[src/sv/pwe_pkg.sv]
// Shared types, constants and the header byte table of the WAV stream encoder.
// No dependencies.
package pwe_pkg;

  localparam int QDEPTH = 2;
  localparam int QPTR_W = (QDEPTH > 1) ? $clog2(QDEPTH) : 1;
  localparam int QCNT_W = $clog2(QDEPTH + 1);

  localparam int HDR_BYTES = 44;
  localparam logic [5:0] POS_LO = 6'd44;
  localparam logic [5:0] POS_HI = 6'd45;

  localparam logic [1:0] REG_RATE  = 2'd0;
  localparam logic [1:0] REG_SPF   = 2'd1;
  localparam logic [1:0] REG_FLOAT = 2'd2;

  localparam logic [30:0] RATE_RST  = 31'd16000;
  localparam logic [30:0] SPF_RST   = 31'd1;
  localparam logic        FLOAT_RST = 1'b1;

  typedef struct packed {
    logic [15:0] pcm;
    logic        hdr;   // header goes out ahead of this sample
    logic        last;  // sample closes the file
  } pwe_item_t;

  // Byte at position pos (0..43) of the 44-byte RIFF header.
  function automatic logic [7:0] hdr_byte(input logic [5:0] pos,
                                          input logic [30:0] rate,
                                          input logic [30:0] spf);
    logic [31:0] dsz;
    logic [31:0] rsz;
    logic [31:0] brate;
    logic [31:0] r32;
    logic [7:0]  b;
    dsz   = {spf, 1'b0};
    rsz   = dsz + 32'd36;
    brate = {rate, 1'b0};
    r32   = {1'b0, rate};
    case (pos)
      6'd0:  b = 8'h52;
      6'd1:  b = 8'h49;
      6'd2:  b = 8'h46;
      6'd3:  b = 8'h46;
      6'd4:  b = rsz[7:0];
      6'd5:  b = rsz[15:8];
      6'd6:  b = rsz[23:16];
      6'd7:  b = rsz[31:24];
      6'd8:  b = 8'h57;
      6'd9:  b = 8'h41;
      6'd10: b = 8'h56;
      6'd11: b = 8'h45;
      6'd12: b = 8'h66;
      6'd13: b = 8'h6d;
      6'd14: b = 8'h74;
      6'd15: b = 8'h20;
      6'd16: b = 8'h10;
      6'd20: b = 8'h01;
      6'd22: b = 8'h01;
      6'd24: b = r32[7:0];
      6'd25: b = r32[15:8];
      6'd26: b = r32[23:16];
      6'd27: b = r32[31:24];
      6'd28: b = brate[7:0];
      6'd29: b = brate[15:8];
      6'd30: b = brate[23:16];
      6'd31: b = brate[31:24];
      6'd32: b = 8'h02;
      6'd34: b = 8'h10;
      6'd36: b = 8'h64;
      6'd37: b = 8'h61;
      6'd38: b = 8'h74;
      6'd39: b = 8'h61;
      6'd40: b = dsz[7:0];
      6'd41: b = dsz[15:8];
      6'd42: b = dsz[23:16];
      6'd43: b = dsz[31:24];
      default: b = 8'h00;
    endcase
    return b;
  endfunction

endpackage

[src/sv/pwe_queue.sv]
// Short register queue between front and back of the WAV stream encoder.
// Depends on pwe_pkg.
module pwe_queue
  import pwe_pkg::*;
(
  input  logic      clk,
  input  logic      rst,
  input  logic      push,
  input  pwe_item_t push_item,
  input  logic      pop,
  output pwe_item_t head,
  output logic      empty,
  output logic      full
);

  pwe_item_t         mem [QDEPTH];
  logic [QPTR_W-1:0] wptr;
  logic [QPTR_W-1:0] rptr;
  logic [QCNT_W-1:0] count;

  assign empty = (count == '0);
  assign full  = (count == QCNT_W'(QDEPTH));
  assign head  = mem[rptr];

  always_ff @(posedge clk) begin
    if (rst) begin
      wptr  <= '0;
      rptr  <= '0;
      count <= '0;
    end else begin
      if (push) begin
        wptr <= (wptr == QPTR_W'(QDEPTH - 1)) ? '0 : wptr + 1'b1;
      end
      if (pop) begin
        rptr <= (rptr == QPTR_W'(QDEPTH - 1)) ? '0 : rptr + 1'b1;
      end
      if (push && !pop) begin
        count <= count + 1'b1;
      end else if (pop && !push) begin
        count <= count - 1'b1;
      end
    end
  end

  always_ff @(posedge clk) begin
    if (push) begin
      mem[wptr] <= push_item;
    end
  end

endmodule

[src/sv/pwe_front.sv]
// Front end: takes samples, converts to PCM16 and tracks file position.
// Depends on pwe_pkg.
module pwe_front
  import pwe_pkg::*;
(
  input  logic        clk,
  input  logic        rst,
  input  logic        in_valid,
  output logic        in_ready,
  input  logic [31:0] sample_word,
  input  logic [30:0] samples_per_file,
  input  logic        float_input_mode,
  input  logic        q_full,
  output logic        push,
  output pwe_item_t   push_item
);

  logic        header_pending;
  logic [30:0] samples_done;

  logic        sgn;
  logic [7:0]  ex;
  logic [23:0] man;
  logic [38:0] prod;
  logic [23:0] kept;
  logic        grd;
  logic        stk;
  logic [24:0] rnd;
  logic [8:0]  esum;
  logic [8:0]  nsh;
  logic [24:0] mag;
  logic        sat;
  logic        zero;
  logic [15:0] fpcm;
  logic        last;

  // float x 32767, round to nearest even at 24 bits, truncate toward zero
  always_comb begin
    sgn  = sample_word[31];
    ex   = sample_word[30:23];
    man  = {1'b1, sample_word[22:0]};
    prod = 39'(man) * 39'd32767;
    if (prod[38]) begin
      kept = prod[38:15];
      grd  = prod[14];
      stk  = |prod[13:0];
      esum = {1'b0, ex} + 9'd15;
    end else begin
      kept = prod[37:14];
      grd  = prod[13];
      stk  = |prod[12:0];
      esum = {1'b0, ex} + 9'd14;
    end
    rnd  = {1'b0, kept} + 25'(grd && (stk || kept[0]));
    nsh  = 9'd150 - esum;
    mag  = (nsh >= 9'd25) ? 25'd0 : (rnd >> nsh[4:0]);
    zero = (ex == 8'd0) || ((ex == 8'hFF) && (sample_word[22:0] != '0));
    sat  = (ex == 8'hFF) || (esum >= 9'd150) || (mag[24:15] != '0);
    if (zero) begin
      fpcm = 16'h0000;
    end else if (sat) begin
      fpcm = sgn ? 16'h8000 : 16'h7FFF;
    end else begin
      fpcm = sgn ? (16'h0000 - mag[15:0]) : mag[15:0];
    end
  end

  assign last     = ({1'b0, samples_done} + 32'd1) >= {1'b0, samples_per_file};
  assign in_ready = !q_full;
  assign push     = in_valid && in_ready;

  assign push_item.pcm  = float_input_mode ? fpcm : sample_word[15:0];
  assign push_item.hdr  = header_pending;
  assign push_item.last = last;

  always_ff @(posedge clk) begin
    if (rst) begin
      header_pending <= 1'b1;
      samples_done   <= '0;
    end else if (push) begin
      if (last) begin
        header_pending <= 1'b1;
        samples_done   <= '0;
      end else begin
        header_pending <= 1'b0;
        samples_done   <= samples_done + 1'b1;
      end
    end
  end

endmodule

[src/sv/pwe_back.sv]
// Back end: walks header and sample bytes of each queued item onto the byte stream.
// Depends on pwe_pkg.
module pwe_back
  import pwe_pkg::*;
(
  input  logic        clk,
  input  logic        rst,
  input  pwe_item_t   head,
  input  logic        q_empty,
  output logic        pop,
  input  logic [30:0] sample_rate_hz,
  input  logic [30:0] samples_per_file,
  output logic        out_valid,
  input  logic        out_ready,
  output logic [7:0]  out_byte,
  output logic        is_header,
  output logic        last_byte
);

  logic [5:0] idx;
  logic [5:0] pos;
  logic       load;

  assign load = !out_valid || out_ready;
  assign pos  = head.hdr ? idx : idx + POS_LO;
  assign pop  = load && !q_empty && (pos == POS_HI);

  always_ff @(posedge clk) begin
    if (rst) begin
      idx       <= '0;
      out_valid <= 1'b0;
    end else if (load) begin
      out_valid <= !q_empty;
      if (!q_empty) begin
        idx <= (pos == POS_HI) ? '0 : idx + 1'b1;
      end
    end
  end

  always_ff @(posedge clk) begin
    if (load && !q_empty) begin
      if (pos < POS_LO) begin
        out_byte  <= hdr_byte(pos, sample_rate_hz, samples_per_file);
        is_header <= 1'b1;
        last_byte <= 1'b0;
      end else if (pos == POS_LO) begin
        out_byte  <= head.pcm[7:0];
        is_header <= 1'b0;
        last_byte <= 1'b0;
      end else begin
        out_byte  <= head.pcm[15:8];
        is_header <= 1'b0;
        last_byte <= head.last;
      end
    end
  end

endmodule

[src/sv/pcm_to_wav_stream_encoder_unit.sv]
// Top level of the mono 16-bit WAV stream encoder: registers, front, queue, back.
// Depends on pwe_pkg, pwe_front, pwe_queue and pwe_back.
//
// Takes one sample per input transfer (IEEE single bits scaled by 32767, or an
// int16 in the low half) and produces a byte stream of WAV files: a 44-byte
// RIFF header before the first sample of each file, then two little-endian
// bytes per sample, with last_byte on the high byte of the file's final
// sample. Each sample costs two output transfers, 46 when it opens a file,
// and the byte-wide output register of the back end sets that pace. The
// front converts a sample in the cycle it is taken and parks it in a
// two-entry queue, so input transfers continue while the back end is busy or
// stalled, until the queue is full. Header fields use the register values
// at the time the header bytes leave; registers should only be written while
// the block is idle.
module pcm_to_wav_stream_encoder_unit
  import pwe_pkg::*;
(
  input  logic        clk,
  input  logic        rst,
  input  logic        cfg_wr_en,
  input  logic [1:0]  cfg_index,
  input  logic [30:0] cfg_data,
  input  logic        in_valid,
  output logic        in_ready,
  input  logic [31:0] sample_word,
  output logic        out_valid,
  input  logic        out_ready,
  output logic [7:0]  out_byte,
  output logic        is_header,
  output logic        last_byte
);

  logic [30:0] sample_rate_hz;
  logic [30:0] samples_per_file;
  logic        float_input_mode;

  logic      push;
  logic      pop;
  logic      q_empty;
  logic      q_full;
  pwe_item_t push_item;
  pwe_item_t head;

  // configuration registers; unknown indexes are dropped
  always_ff @(posedge clk) begin
    if (rst) begin
      sample_rate_hz   <= RATE_RST;
      samples_per_file <= SPF_RST;
      float_input_mode <= FLOAT_RST;
    end else if (cfg_wr_en) begin
      case (cfg_index)
        REG_RATE:  sample_rate_hz   <= cfg_data;
        REG_SPF:   samples_per_file <= cfg_data;
        REG_FLOAT: float_input_mode <= cfg_data[0];
        default: ;
      endcase
    end
  end

  pwe_front u_front (
    .clk              (clk),
    .rst              (rst),
    .in_valid         (in_valid),
    .in_ready         (in_ready),
    .sample_word      (sample_word),
    .samples_per_file (samples_per_file),
    .float_input_mode (float_input_mode),
    .q_full           (q_full),
    .push             (push),
    .push_item        (push_item)
  );

  pwe_queue u_queue (
    .clk       (clk),
    .rst       (rst),
    .push      (push),
    .push_item (push_item),
    .pop       (pop),
    .head      (head),
    .empty     (q_empty),
    .full      (q_full)
  );

  pwe_back u_back (
    .clk              (clk),
    .rst              (rst),
    .head             (head),
    .q_empty          (q_empty),
    .pop              (pop),
    .sample_rate_hz   (sample_rate_hz),
    .samples_per_file (samples_per_file),
    .out_valid        (out_valid),
    .out_ready        (out_ready),
    .out_byte         (out_byte),
    .is_header        (is_header),
    .last_byte        (last_byte)
  );

endmodule

[config.mk]
export PLATFORM = sky130hd
export DESIGN_NAME = pcm_to_wav_stream_encoder_unit
export DESIGN_NICKNAME = d
export VERILOG_FILES = /design/src/sv/pwe_pkg.sv /design/src/sv/pwe_queue.sv /design/src/sv/pwe_front.sv /design/src/sv/pwe_back.sv /design/src/sv/pcm_to_wav_stream_encoder_unit.sv
export SDC_FILE = /design/constraint.sdc
export NUM_CORES = 1
export LEC_CHECK = 0
export ABC_AREA = 1
export ABC_CLOCK_PERIOD_IN_PS = 10800
export BUFFER_PORTS_ARGS = -buffer_cell sky130_fd_sc_hd__buf_2
export CAP_MARGIN = 30
export CORE_ASPECT_RATIO = 0.9
export CORE_MARGIN = 4
export CORE_UTILIZATION = 30
export CTS_CLUSTER_DIAMETER = 150
export DETAILED_ROUTE_END_ITERATION = 16
export PLACE_DENSITY = 0.49
export SLEW_MARGIN = 20
export SYNTH_ARGS = -nofsm -noshare
export SYNTH_HDL_FRONTEND = slang
export SYNTH_SLANG_ARGS = --single-unit
export TNS_END_PERCENT = 5
[constraint.sdc]
create_clock -name clk -period 10.8 [get_ports clk]
set_clock_uncertainty 0.2 [all_clocks]
set_input_delay 2.16 -clock clk [delete_from_list [all_inputs] [get_ports clk]]
set_output_delay 2.16 -clock clk [all_outputs]
set_load 0.005 [all_outputs]
==> flow_summary.yaml <==
drt:
  drc: 0
  drtIter0Drc: 1789
  vias: 20300
  wire_per_inst_um: 17.1
  ant_nets: 0
  dr.pass1.iters: 6
  wl_um: 71200
  vias_per_cell: 4.87
finish:
  multi_input_area_sq_um: 14700
  drive_above_1_share_pct: 9.04
  fin_util_pct: 34.1
  seq_area_sq_um: 3520
  syn2layout_area_growth_pct: 12.5
  instances_no_fill: 4160
  fillers: 7585
  nets: 3608
  final_cell_area_sq_um: 23300
floorplanning:
  die_x_um: 285
  core.rowCount: 91
  dieArea_sq_um: 73400
  core_sq_um: 68500
  fp.dieH_um: 257
  start_util_pct: 30.3
  ios: 82
synth:
  synth_edf_count: 46
  synth-seq-cells: 153
  synthCells: 3101
  synth_area_leader_cell: "fa_1"
  netlist_top_cells_count: "777 x nand2_1, 568 x inv_1, 358 x nand3_1"
  synth_area_sq_um: 20700
  async_flop_share_pct: 0
  synth_cell_type_count: 59
  yosysTopAreaCellShare_pct: 16.6
  yosysWarnings: 0
  synth.most_common_cell: "nand2_1"
  synth_ff_type: "dfxtp_1"
  syn_nets: 3493
  seq_area_frac_synth_pct: 17.0
  synthTopCellsByArea: "fa_1 17%, nand2_1 14%, dfxtp_1 10%"
  syn_area_per_cell_sq_um: 6.69
grt:
  grt_pass1_vias: 19600
  track_usage_pct: 19.3
  grt_pass1_wl_um: 113000
  antenna_found_initial: 2
  grt_max_degree: 68
  grt.overflow.total: 0
sta:
  drv_slew: 0
  fin_crit_ns: 10.21
  worstMarginPinSlew_ns: 0.850
  relSlewSlack_pct: 41.8
  setup_tns_ns: 0
  period_share_pct: 94.6
  finalSetupViolations: 0
  hold_viol: 0
  fmax_mhz: 97.9
cts:
  cts_tree: "yes"
  clockBufferDepth: 2
  cts_buffers: 17
  holdBufCountCts: 0
  clock_sinks: 153
  cts_max_level: 4
  clkLatencyLatePin_ns: 0.43
  path_clk_slew_ns: 0.06
  cts_root_buf: "clkbuf_16"
hold_path:
  whs_path_depth: 0
  hold_path.startpoint: "u_front.header_pending"
  holdPathEnd: "u_queue.mem[1][1]"
  min_path_type: "reg2reg"
placement:
  detailed_place_hpwl_um: 60500
  gp_congestion: 0.943
  place_area_sq_um: 22600
  portBuffers: 81
  dpl.cell_count: 4123
setup_path:
  cpPeakStageDelay_ns: 0.59
  r2r_start: "u_front.samples_done[0]"
  critPathKind: "in2reg"
  rrSetupSlack_ns: 5.66
  crit_path_end_kind: "register"
  cp_slowest_cell: "fa_2"
  start_kind: "input pin"
  crit_fanout: 8
  rr_worst_depth: 22
  worstReg2RegEnd: "u_front.samples_done[21]"
  crit_path_frequent_cell: "nand2_1"
  required_ns: 10.77
  cp_data_arrival_time_ns: 10.18
job:
  cap_violations: 0
status:
  status: "complete, no violations"
-- layout make-up --
type                       instances  share of cell area (%)
sequential                       153                    15.1
inverter                         587                    9.46
timing repair buffer             170                    4.71
clock buffer                      22                    2.17
multi-input combinational       2287                    63.1
tap                              930                    4.98
clock inverter                    10                   0.440
antenna                            1                  0.0107
-- cell usage in the layout, fill, tap and decap left out, drive strengths merged, types with 3 or more instances in the layout --
| cell type | count |
|---|---|
| a2111oi | 6 |
| a211oi | 5 |
| a21oi | 152 |
| a221oi | 10 |
| a31oi | 8 |
| buf | 170 |
| clkbuf | 22 |
| clkinv | 4 |
| clkinvlp | 3 |
| dfxtp | 107 |
| edfxtp | 46 |
| fa | 172 |
| ha | 150 |
| inv | 589 |
| nand2 | 797 |
| nand3 | 362 |
| nand3b | 4 |
| nand4 | 41 |
| nor2 | 257 |
| nor3 | 50 |
| nor4 | 15 |
| o2111ai | 9 |
| o211ai | 18 |
| o21ai | 123 |
| o21bai | 5 |
| o22ai | 18 |
| o31ai | 3 |
| xnor2 | 16 |
| xor2 | 46 |
-- critical path: cells and delay by family --
kind	cells	cell delay (ns)
simple gates	25	3.20
buf+inv	9	0.82
fa+ha+maj	8	3.73
compound gates	1	0.27
-- worst max path at each step --
stage,start,end,slack (ns),cells after the start
5_1_grt,sample_word[11],u_queue.mem[0][14],-0.004,47
4_1_cts,sample_word[5],u_queue.mem[0][14],0.49,47
3_3_place_gp,sample_word[10],u_queue.mem[0][14],0.06,48
3_5_place_dp,sample_word[5],u_queue.mem[0][14],0.07,47
6_report,sample_word[12],u_queue.mem[0][12],0.59,43
2_1_floorplan,sample_word[12],u_queue.mem[0][12],0.90,51
-- sequential cells by signal, indices dropped and copies added, names as in the netlist, 2 cells and up, named ones only --
| register | cells |
|---|---|
| u_queue.count | 2 |
| u_front.samples_done | 31 |
| u_queue.mem | 36 |
| u_back.out_byte | 8 |
| sample_rate_hz | 31 |
| u_back.idx | 6 |
| samples_per_file | 31 |
-- routing by layer --
| layer | track usage [%] | vias up | wire, um |
|---|---|---|---|
| li1 | - | 10200 | - |
| met1 | 29.4 | 9472 | 35600 |
| met2 | 28.8 | 599 | 29700 |
| met3 | 3.49 | 54 | 4840 |
| met4 | 3.33 | 2 | 1090 |
| met5 | 0 | - | 17 |
-- metrics by stage --
| stage | hold slack [ns] | setup WS (ns) |
|---|---|---|
| final | 0.269 | 0.587 |
| after global placement | 0.267 | 0.0557 |
| after global routing | 0.295 | -0.00442 |
| after floorplan | 0.226 | 0.898 |
| after CTS | 0.275 | 0.491 |
| after detailed placement | 0.261 | 0.0697 |
-- repair_timing --
| action | CTS | global route |
|---|---|---|
| setup buffers | 0 | 4 |
| setup endpoints to repair | 0 | 32 |
| gates resized for setup | 0 | 28 |
| hold endpoints to repair | 0 | 0 |
-- kinds of logic (layout without fill, tap and decap cells) --
| kind of cell | after synthesis | in the layout | share of synthesized area [%] |
|---|---|---|---|
| flops | 153 | 153 | 17.0 |
| buf+inv | 661 | 789 | 12.5 |
| compound gates | 366 | 366 | 10.1 |
| other cells | 0 | 1 | 0 |
| mux | 2 | 2 | 0.0965 |
| xor+xnor | 62 | 62 | 2.65 |
| fa+ha+maj | 322 | 322 | 25.6 |
| simple gates | 1535 | 1535 | 32.0 |
Power is left out: the tool's default activity adds up to more than one toggle a clock period on the data nets, which glitch-free logic cannot reach.
